<file path="src/rtl/lfr_pkg.sv">
`timescale 1ns / 1ps
// Shared types and constants for the LRU frame replacer.
// Used by the channel interfaces, the recency cell and the top level.
package lfr_pkg;

    localparam int FRAMES  = 64;
    localparam int ID_W    = 6;
    localparam int CNT_W   = $clog2(FRAMES + 1);
    localparam int OP_W    = 2;
    localparam int LOG_FR  = $clog2(FRAMES);

    typedef enum logic [OP_W-1:0] {
        OP_INSERT = 2'd0,
        OP_VICTIM = 2'd1,
        OP_ERASE  = 2'd2,
        OP_NOP    = 2'd3
    } t_op;

    typedef logic [ID_W-1:0]  t_id;
    typedef logic [CNT_W-1:0] t_cnt;

    // Per-cell update command from the list controller.
    typedef struct packed {
        logic shift;
        logic load;
    } t_cell_ctrl;

endpackage

</file>
<file path="src/rtl/lfr_if.sv">
`timescale 1ns / 1ps
// Valid/ready channel interfaces for request and response beats.
// Depends on lfr_pkg for field widths.
interface lfr_req_if;
    logic              valid;
    logic              ready;
    logic [lfr_pkg::OP_W-1:0] op;
    lfr_pkg::t_id      frame_id;

    modport source (output valid, output op, output frame_id, input ready);
    modport sink   (input valid, input op, input frame_id, output ready);
endinterface

interface lfr_rsp_if;
    logic              valid;
    logic              ready;
    logic              ok;
    lfr_pkg::t_id      victim_frame;
    lfr_pkg::t_cnt     occupancy;

    modport source (output valid, output ok, output victim_frame, output occupancy,
                    input ready);
    modport sink   (input valid, input ok, input victim_frame, input occupancy,
                    output ready);
endinterface

</file>
<file path="src/rtl/lfr_cell.sv">
`timescale 1ns / 1ps
// One position of the recency list: holds a frame index and compares it with the key.
// Depends on lfr_pkg.
module lfr_cell (
    input  logic                i_clk,
    input  lfr_pkg::t_cell_ctrl i_ctrl,
    input  logic                i_valid,
    input  lfr_pkg::t_id        i_key,
    input  lfr_pkg::t_id        i_upper_id,
    output lfr_pkg::t_id        o_id,
    output logic                o_hit
);

    lfr_pkg::t_id r_id;
    lfr_pkg::t_id n_id;

    always_comb begin
        if (i_ctrl.load) begin
            n_id = i_key;
        end else if (i_ctrl.shift) begin
            n_id = i_upper_id;
        end else begin
            n_id = r_id;
        end
    end

    always_ff @(posedge i_clk) begin
        r_id <= n_id;
    end

    assign o_id  = r_id;
    assign o_hit = i_valid && (r_id == i_key);

endmodule

</file>
<file path="src/rtl/lru_frame_replacer.sv">
`timescale 1ns / 1ps
// LRU frame replacer top level: a row of recency cells plus presence flags and count.
// Depends on lfr_pkg, lfr_if and lfr_cell.
//
// The block keeps up to 64 frame indices in recency order in a row of cells,
// least recent at cell 0. Every operation (insert or refresh, take victim,
// erase) is resolved in the cycle it is accepted: all cells compare against
// the frame index at once, a prefix OR marks the cells at or above a hit, and each
// cell either holds, takes its upper neighbour's index or loads the new one.
// One request beat is accepted every cycle unless a full output register is held
// back, and its response beat appears there in the next cycle; a request is still
// taken while that register is full as long as the response is being taken in the
// same cycle. No clearing pass is needed after reset.
module lru_frame_replacer (
    input  logic         i_clk,
    input  logic         i_rst_n,
    lfr_req_if.sink      i_req,
    lfr_rsp_if.source    o_rsp
);

    localparam int N = lfr_pkg::FRAMES;

    logic [N-1:0]              r_present;
    logic [N-1:0]              n_present;
    lfr_pkg::t_cnt             r_count;
    lfr_pkg::t_cnt             n_count;
    logic                      r_out_valid;
    logic                      r_ok;
    lfr_pkg::t_id              r_victim;
    logic                      n_ok;
    lfr_pkg::t_id              n_victim;

    lfr_pkg::t_id              ids  [N];
    logic [N-1:0]              hits;
    logic [N-1:0]              above;
    lfr_pkg::t_cell_ctrl       ctrl [N];

    logic                      accept;
    logic                      was_present;
    logic                      is_insert;
    logic                      is_victim;
    logic                      is_erase;
    lfr_pkg::t_cnt             tail;

    assign i_req.ready = !r_out_valid || o_rsp.ready;
    assign accept      = i_req.valid && i_req.ready;

    assign was_present = r_present[i_req.frame_id];
    assign is_insert   = accept && (i_req.op == lfr_pkg::OP_INSERT);
    assign is_victim   = accept && (i_req.op == lfr_pkg::OP_VICTIM)
                         && (r_count != '0);
    assign is_erase    = accept && (i_req.op == lfr_pkg::OP_ERASE) && was_present;
    // A refreshed frame leaves a gap, so it lands one place lower than a new one.
    assign tail        = was_present ? (r_count - 1'b1) : r_count;

    // Cells at or above the hit position close the gap left by the hit.
    always_comb begin
        logic [N-1:0] acc;
        acc = hits;
        for (int k = 0; k < lfr_pkg::LOG_FR; k++) begin
            acc = acc | (acc << (1 << k));
        end
        above = acc;
    end

    genvar g;
    generate
        for (g = 0; g < N; g++) begin : g_cell
            always_comb begin
                ctrl[g].shift = is_victim
                                || ((is_erase || (is_insert && was_present)) && above[g]);
                ctrl[g].load  = is_insert && (tail == lfr_pkg::CNT_W'(g));
            end

            lfr_cell u_cell (
                .i_clk      (i_clk),
                .i_ctrl     (ctrl[g]),
                .i_valid    (r_count > lfr_pkg::CNT_W'(g)),
                .i_key      (i_req.frame_id),
                .i_upper_id ((g == N - 1) ? ids[g] : ids[(g + 1) % N]),
                .o_id       (ids[g]),
                .o_hit      (hits[g])
            );
        end
    endgenerate

    always_comb begin
        n_present = r_present;
        n_count   = r_count;
        n_ok      = 1'b0;
        n_victim  = '0;
        case (i_req.op)
            lfr_pkg::OP_INSERT: begin
                n_ok = 1'b1;
                n_present[i_req.frame_id] = 1'b1;
                if (!was_present) begin
                    n_count = r_count + 1'b1;
                end
            end
            lfr_pkg::OP_VICTIM: begin
                if (r_count != '0) begin
                    n_ok = 1'b1;
                    n_victim = ids[0];
                    n_present[ids[0]] = 1'b0;
                    n_count = r_count - 1'b1;
                end
            end
            lfr_pkg::OP_ERASE: begin
                if (was_present) begin
                    n_ok = 1'b1;
                    n_present[i_req.frame_id] = 1'b0;
                    n_count = r_count - 1'b1;
                end
            end
            default: begin
                n_ok = 1'b0;
            end
        endcase
    end

    always_ff @(posedge i_clk) begin
        if (!i_rst_n) begin
            r_present   <= '0;
            r_count     <= '0;
            r_out_valid <= 1'b0;
        end else begin
            if (accept) begin
                r_present <= n_present;
                r_count   <= n_count;
            end
            if (accept) begin
                r_out_valid <= 1'b1;
            end else if (o_rsp.ready) begin
                r_out_valid <= 1'b0;
            end
        end
    end

    always_ff @(posedge i_clk) begin
        if (accept) begin
            r_ok     <= n_ok;
            r_victim <= n_victim;
        end
    end

    assign o_rsp.valid        = r_out_valid;
    assign o_rsp.ok           = r_ok;
    assign o_rsp.victim_frame = r_victim;
    assign o_rsp.occupancy    = r_count;

`ifndef SYNTHESIS
    a_count_matches_flags: assert property (@(posedge i_clk) disable iff (!i_rst_n)
        $countones(r_present) == int'(r_count))
        else $error("entry count disagrees with presence flags");

    a_count_bounded: assert property (@(posedge i_clk) disable iff (!i_rst_n)
        int'(r_count) <= N)
        else $error("entry count exceeds list depth");

    a_insert_sets_flag: assert property (@(posedge i_clk) disable iff (!i_rst_n)
        is_insert |=> r_present[$past(i_req.frame_id)])
        else $error("inserted frame not marked present");

    a_erase_clears_flag: assert property (@(posedge i_clk) disable iff (!i_rst_n)
        (accept && (i_req.op == lfr_pkg::OP_ERASE)) |=> !r_present[$past(i_req.frame_id)])
        else $error("erased frame still marked present");

    a_ready_when_empty: assert property (@(posedge i_clk) disable iff (!i_rst_n)
        !r_out_valid |-> i_req.ready)
        else $error("request stalled with empty response register");
`endif

endmodule

</file>
<file path="src/flat_wrapper.sv">
// flat-port wrapper written by rule: the top's interface ports become plain ports
module lru_frame_replacer_flat 
  (i_clk, i_rst_n, i_req_valid, i_req_op, i_req_frame_id, i_req_ready, o_rsp_valid, o_rsp_ok, o_rsp_victim_frame, o_rsp_occupancy, o_rsp_ready);
  lfr_req_if i_req_i ();
  lfr_rsp_if o_rsp_i ();
  input  logic i_clk;
  input  logic i_rst_n;
  input wire logic [$bits(i_req_i.valid)-1:0] i_req_valid;
  input wire logic [$bits(i_req_i.op)-1:0] i_req_op;
  input wire logic [$bits(i_req_i.frame_id)-1:0] i_req_frame_id;
  output wire logic [$bits(i_req_i.ready)-1:0] i_req_ready;
  output wire logic [$bits(o_rsp_i.valid)-1:0] o_rsp_valid;
  output wire logic [$bits(o_rsp_i.ok)-1:0] o_rsp_ok;
  output wire logic [$bits(o_rsp_i.victim_frame)-1:0] o_rsp_victim_frame;
  output wire logic [$bits(o_rsp_i.occupancy)-1:0] o_rsp_occupancy;
  input wire logic [$bits(o_rsp_i.ready)-1:0] o_rsp_ready;
  assign i_req_i.valid = i_req_valid;
  assign i_req_i.op = i_req_op;
  assign i_req_i.frame_id = i_req_frame_id;
  assign i_req_ready = i_req_i.ready;
  assign o_rsp_valid = o_rsp_i.valid;
  assign o_rsp_ok = o_rsp_i.ok;
  assign o_rsp_victim_frame = o_rsp_i.victim_frame;
  assign o_rsp_occupancy = o_rsp_i.occupancy;
  assign o_rsp_i.ready = o_rsp_ready;
  lru_frame_replacer u_core (.i_clk(i_clk), .i_rst_n(i_rst_n), .i_req(i_req_i), .o_rsp(o_rsp_i));
endmodule
</file>
<file path="config.mk">
export PLATFORM = sky130hd
export DESIGN_NAME = lru_frame_replacer_flat
export DESIGN_NICKNAME = d
export VERILOG_FILES = /design/src/rtl/lfr_pkg.sv /design/src/rtl/lfr_if.sv /design/src/rtl/lfr_cell.sv /design/src/rtl/lru_frame_replacer.sv /design/src/flat_wrapper.sv
export SDC_FILE = /design/constraint.sdc
export NUM_CORES = 1
export LEC_CHECK = 0
export ABC_CLOCK_PERIOD_IN_PS = 6600
export BUFFER_PORTS_ARGS = -buffer_cell sky130_fd_sc_hd__buf_2
export CAP_MARGIN = 30
export CORE_MARGIN = 2
export CORE_UTILIZATION = 34
export DETAILED_ROUTE_END_ITERATION = 10
export GPL_TIMING_DRIVEN = 0
export PLACE_DENSITY = 0.6
export RECOVER_POWER = 25
export SLEW_MARGIN = 10
export SYNTH_ARGS = -nofsm -noshare
export SYNTH_HDL_FRONTEND = slang
export SYNTH_HIERARCHICAL = 1
export SYNTH_SLANG_ARGS = --single-unit
export TNS_END_PERCENT = 50
</file>
<file path="constraint.sdc">
create_clock -name i_clk -period 6.6 [get_ports i_clk]
set_clock_uncertainty 0.05 [all_clocks]
set_input_delay 0.99 -clock i_clk [delete_from_list [all_inputs] [get_ports i_clk]]
set_output_delay 0.99 -clock i_clk [all_outputs]
set_load 0.01 [all_outputs]
</file>
==> impl_metrics.csv <==
group,metric,value,unit
synthesis,synth_top_family_by_area,"multiplexers",
clock_tree,clock_latency,0.64,ns
synthesis,yosys_warnings,6,
sta,fmax,156,MHz
worst_setup_path,critPathCapture,"u_core/g_cell[31].u_cell/o_id[4]$_DFFE_PP_",
job,drv_cap,0,
synthesis,synth_enable_flop_cells,391,
synthesis,synth_xor_xnor_area_share,0.111,
worst_setup_path,crit_start,"i_req_frame_id[1]",
worst_setup_path,worst_path_largest_cell_delay,0.81,ns
sta,hold_viol_final,0,
sta,period_minus_slack,6.41,ns
synthesis,synthArstFlopShare,0,
placed_design,portBuffers,27,
sta,drv_slew,0,
worst_setup_path,cpLargestDelayFamily,"buffers and inverters",
synthesis,synth-seq-cells,463,
synthesis,synth_mux_area_frac,0.196,
pwr,ir_worst_vdd,0.200,mV
worst_setup_path,slowest_stage,"mux2i_1",
cells_and_area,syn_to_final_growth,10.9,%
worst_setup_path,worst_setup_path_start_kind,"primary input",
pwr,cell_internal_pwr,0.00530,W
sta,finalCritPeriodShare,0.971,
synthesis,synth_top_area_cell,"edfxtp_1",
placed_design,dp_cells,3680,
worst_setup_path,r2r_start,"u_core/o_rsp.occupancy[0]$_SDFFE_PN0P_",
worst_setup_path,crit_cells,16,
pwr,leakage,11.4,nW
pwr,netSwitchingPower,0.00199,W
synthesis,synth-simple-area-share,0.122,
placed_design,place_congestion,0.932,
clock_tree,tritoncts,"done",
worst_setup_path,r2r-end,"u_core/g_cell[41].u_cell/o_id[3]$_DFFE_PP_",
worst_setup_path,path_max_fanout,82,
placed_design,dp_hpwl,57200,µm
cells_and_area,layout-drive-gt1-share,0.278,
sta,rsz0062_at_grt,"false",
cells_and_area,final_cells,3789,
die,io-pin-count,28,
clock_tree,htreeDepth,2,
worst_setup_path,crit_arrival,6.68,ns
clock_tree,ctsHoldBuffers,0,
pwr,clockPowerShare,0.402,
die,die_area,0.0925,mm²
synthesis,syn_area_per_cell,12.4,µm²
grt,antenna_found_initial,2,
die,rows,110,
clock_tree,clk_pin_slew_worst_paths,0.06,ns
min_path,hold_class,"reg -> reg",
worst_setup_path,required,6.86,ns
sta,setup_viol_count_final,0,
pwr,p_sw_frac,0.273,
clock_tree,numCtsBuffers,54,
drt,ant_nets,0,
pwr,seqPwrFrac,0.457,
drt,drt-initial-drc-count,1872,
grt,grt_pass1_wl,127000,µm
grt,grt.total_usage,0.176,
worst_setup_path,path_class,"in -> reg",
clock_tree,clock_path_buffers,3,
worst_setup_path,end_kind,"flip-flop",
die,core-area,0.0896,mm²
drt,wl_per_cell,22.0,µm
drt,drc,0,
drt,avgViaCountPerCell,5.47,
sta,timing.slew.headroom,0.223,
synthesis,synthTopCellsByArea,"edfxtp_1, mux2_4, xnor2_1, xor2_1, dfxtp_1",
worst_setup_path,path_cells,"buf_6 > buf_16 > clkbuf_1 > inv_1 > a32o_1 > a221oi_1 > nor2_1 > or4_1 > clkbuf_1 > o21ai_4 > mux2i_1 > buf_6 > buf_6 > a211oi_1 > clkbuf_1 > or2_0",
synthesis,synth_cell_type_count,80,
synthesis,ys_seq_area_frac,0.430,
clock_tree,cts-root-buf,"clkbuf_16",
worst_setup_path,ff2ff_setup_slack,0.35,ns
synthesis,synth_area,0.0306,mm²
grt,grt_max_degree,88,
drt,wl,83300,µm
synthesis,synth_flop_cell,"edfxtp_1",
die,start_util,0.342,
synthesis,synth_fa_ha_area_frac,0.00327,
pwr,power.total,0.00729,W
worst_setup_path,r2r_cells,21,
sta,worstMarginPinSlew,1.13,ns
clock_tree,clock-sinks,463,
grt,grt_pass1_vias,20400,
die,dieHeight,304,µm
outcome,status,"completed",
pwr,cellPowerDensity,215,mW/mm²
cells_and_area,nets,2586,
worst_setup_path,path_buf_inv,8,
synthesis,synth-compound-area-share,0.0946,
die,fp.dieW,304,µm
synthesis,syn_inst,2465,
drt,dr.pass1.iters,6,
synthesis,synth_top_area_frac,0.383,
synthesis,syn_nets,2485,
pwr,p_comb_frac,0.140,
drt,num_vias,20700,
grt,grt_remaining_overflow,0,
cell usage after synthesis (all sizes together) (3+ instances only):
master and instances:
a211oi 89, a21o 4, a21oi 25, a221oi 6, a22o 6, a22oi 6
a31oi 73, a32oi 6, and2 17, and3 8, buf 106, clkbuf 60
dfxtp 72, edfxtp 391, ha 8, inv 28, mux2 396, mux2i 9
nand2 98, nand2b 6, nand3 25, nand4 66, nor2 71, nor2b 16
nor3 73, nor4 104, o21ai 114, o221ai 5, o22ai 59, o2bb2ai 4
o31a 3, o31ai 6, o32ai 5, or2 70, or3 13, or4 6
xnor2 197, xor2 192
worst min path at each step:
stage / from / end / cells after the start
2_1_floorplan: u_core/r_present[26]$_SDFFE_PN0P_ / u_core/r_present[26]$_SDFFE_PN0P_ / 2
3_3_place_gp: u_core/r_present[26]$_SDFFE_PN0P_ / u_core/r_present[26]$_SDFFE_PN0P_ / 2
3_5_place_dp: u_core/r_present[31]$_SDFFE_PN0P_ / u_core/r_present[31]$_SDFFE_PN0P_ / 2
4_1_cts: u_core/r_present[31]$_SDFFE_PN0P_ / u_core/r_present[31]$_SDFFE_PN0P_ / 2
5_1_grt: u_core/r_present[32]$_SDFFE_PN0P_ / u_core/r_present[32]$_SDFFE_PN0P_ / 2
6_report: u_core/r_present[24]$_SDFFE_PN0P_ / u_core/r_present[24]$_SDFFE_PN0P_ / 2
final cells by class:
cell class              instances  area, µm²
repair buffers                 45        423
multi-input cells            1808      16000
diodes                          3       7.51
clock inverters                23        160
inverters                      28        105
flip-flops and latches        463      13200
clock buffers                  77       1560
plain buffers                 166       1110
well taps                    1176       1470
fillers                      8667      55600
per-layer routing:
metal / GRT usage / part of all wire / vias to the layer above
met1: 0.248 / 0.45 / 10200
li1: - / - / 9550
met5: 0 / 0.00016 / -
met2: 0.271 / 0.44 / 786
met4: 0.0548 / 0.029 / 2
met3: 0.0345 / 0.080 / 181
state kept, by name (all words and copies together) (netlist names):
| name | cells |
|---|---|
| u_core/g_cell.u_cell/o_id | 384 |
| u_core/o_rsp.occupancy | 7 |
| u_core/o_rsp.ok | 1 |
| u_core/o_rsp.valid | 1 |
| u_core/o_rsp.victim_frame | 6 |
| u_core/r_present | 64 |
cells in the final DEF, fill, tap and decap left out, types with 7 or more instances in the layout:
| cell | netlist | final |
|---|---|---|
| a211oi_1 | 75 | 75 |
| a211oi_2 | 12 | 12 |
| a21oi_1 | 25 | 25 |
| a31oi_1 | 70 | 71 |
| and2_1 | 16 | 11 |
| and3_1 | 8 | 8 |
| buf_1 | 13 | 13 |
| buf_2 | 16 | 23 |
| buf_4 | 5 | 11 |
| buf_6 | 72 | 63 |
| clkbuf_1 | 59 | 99 |
| clkbuf_16 | 0 | 56 |
| clkbuf_8 | 0 | 8 |
| clkinv_1 | 0 | 8 |
| clkinv_2 | 0 | 7 |
| dfxtp_1 | 72 | 72 |
| edfxtp_1 | 391 | 391 |
| ha_1 | 8 | 7 |
| inv_1 | 27 | 28 |
| mux2_1 | 4 | 57 |
| mux2_4 | 386 | 333 |
| mux2i_1 | 5 | 7 |
| nand2_1 | 98 | 98 |
| nand3_1 | 25 | 24 |
| nand4_1 | 66 | 66 |
| nor2_1 | 71 | 71 |
| nor2b_1 | 16 | 16 |
| nor3_1 | 50 | 46 |
| nor3_2 | 22 | 27 |
| nor4_1 | 27 | 28 |
| nor4_2 | 75 | 74 |
| o21ai_0 | 108 | 109 |
| o22ai_1 | 58 | 58 |
| or2_2 | 69 | 64 |
| or3_1 | 13 | 13 |
| xnor2_1 | 197 | 197 |
| xor2_1 | 192 | 192 |
worst register-to-register path, stage by stage, from the launching register on:
cell and delay, ns:
dfxtp_1 0.37, clkbuf_1 0.28, inv_1 0.29, ha_2 0.37, or3b_1 0.37, clkbuf_1 0.18
or3_1 0.40, nor2_1 0.21, inv_1 0.11, nand4_1 0.10, nor4_2 0.08, nor4_2 0.42
nand3_2 0.27, nor4b_4 0.27, buf_4 0.20, nand3_1 0.17, or4_1 0.46, clkbuf_1 0.26
or3_1 0.46, nor3_1 0.15, o21ai_0 0.10, or2_2 0.39
logic make-up (layout without fill, tap and decap cells):
kind of cell / Yosys count / count (layout)
buf+inv: 194 / 339
flops: 463 / 463
mux: 405 / 405
simple gates: 580 / 580
fa+ha+maj: 8 / 8
other cells: 0 / 3
xor+xnor: 389 / 389
compound gates: 426 / 426
stage by stage:
stage                TNS, ns  hold WS [ns]  area, µm²  utilization  setup slack, ns
global placement    -1188.55         0.479      32200        0.360            -1.88
floorplan                  0         0.465      30600            -             1.33
detailed placement    -29.81         0.487      32500        0.363           -0.514
finish                     0         0.494      34000        0.379            0.189
global route               0         0.508      34000        0.379           0.0188
CTS                        0         0.495      34300        0.383           0.0130
power groups by stage:
stage	Clock, W	Sequential (W)	Combinational, W
2_1_floorplan	0	0.00338	0.000645
3_3_place_gp	0	0.00339	0.00100
3_5_place_dp	0	0.00339	0.00102
4_1_cts	0.00302	0.00333	0.00102
5_1_grt	0.00312	0.00334	0.00110
6_report	0.00293	0.00333	0.00102
what timing repair did:
item	4_1_cts	5_1_grt
endpoints found under the setup margin	102	72
gates cloned	0	0
pin swaps	0	2
gates resized for setup	3	1
buffers inserted	0	1
Power figures use the tool's default switching activity.
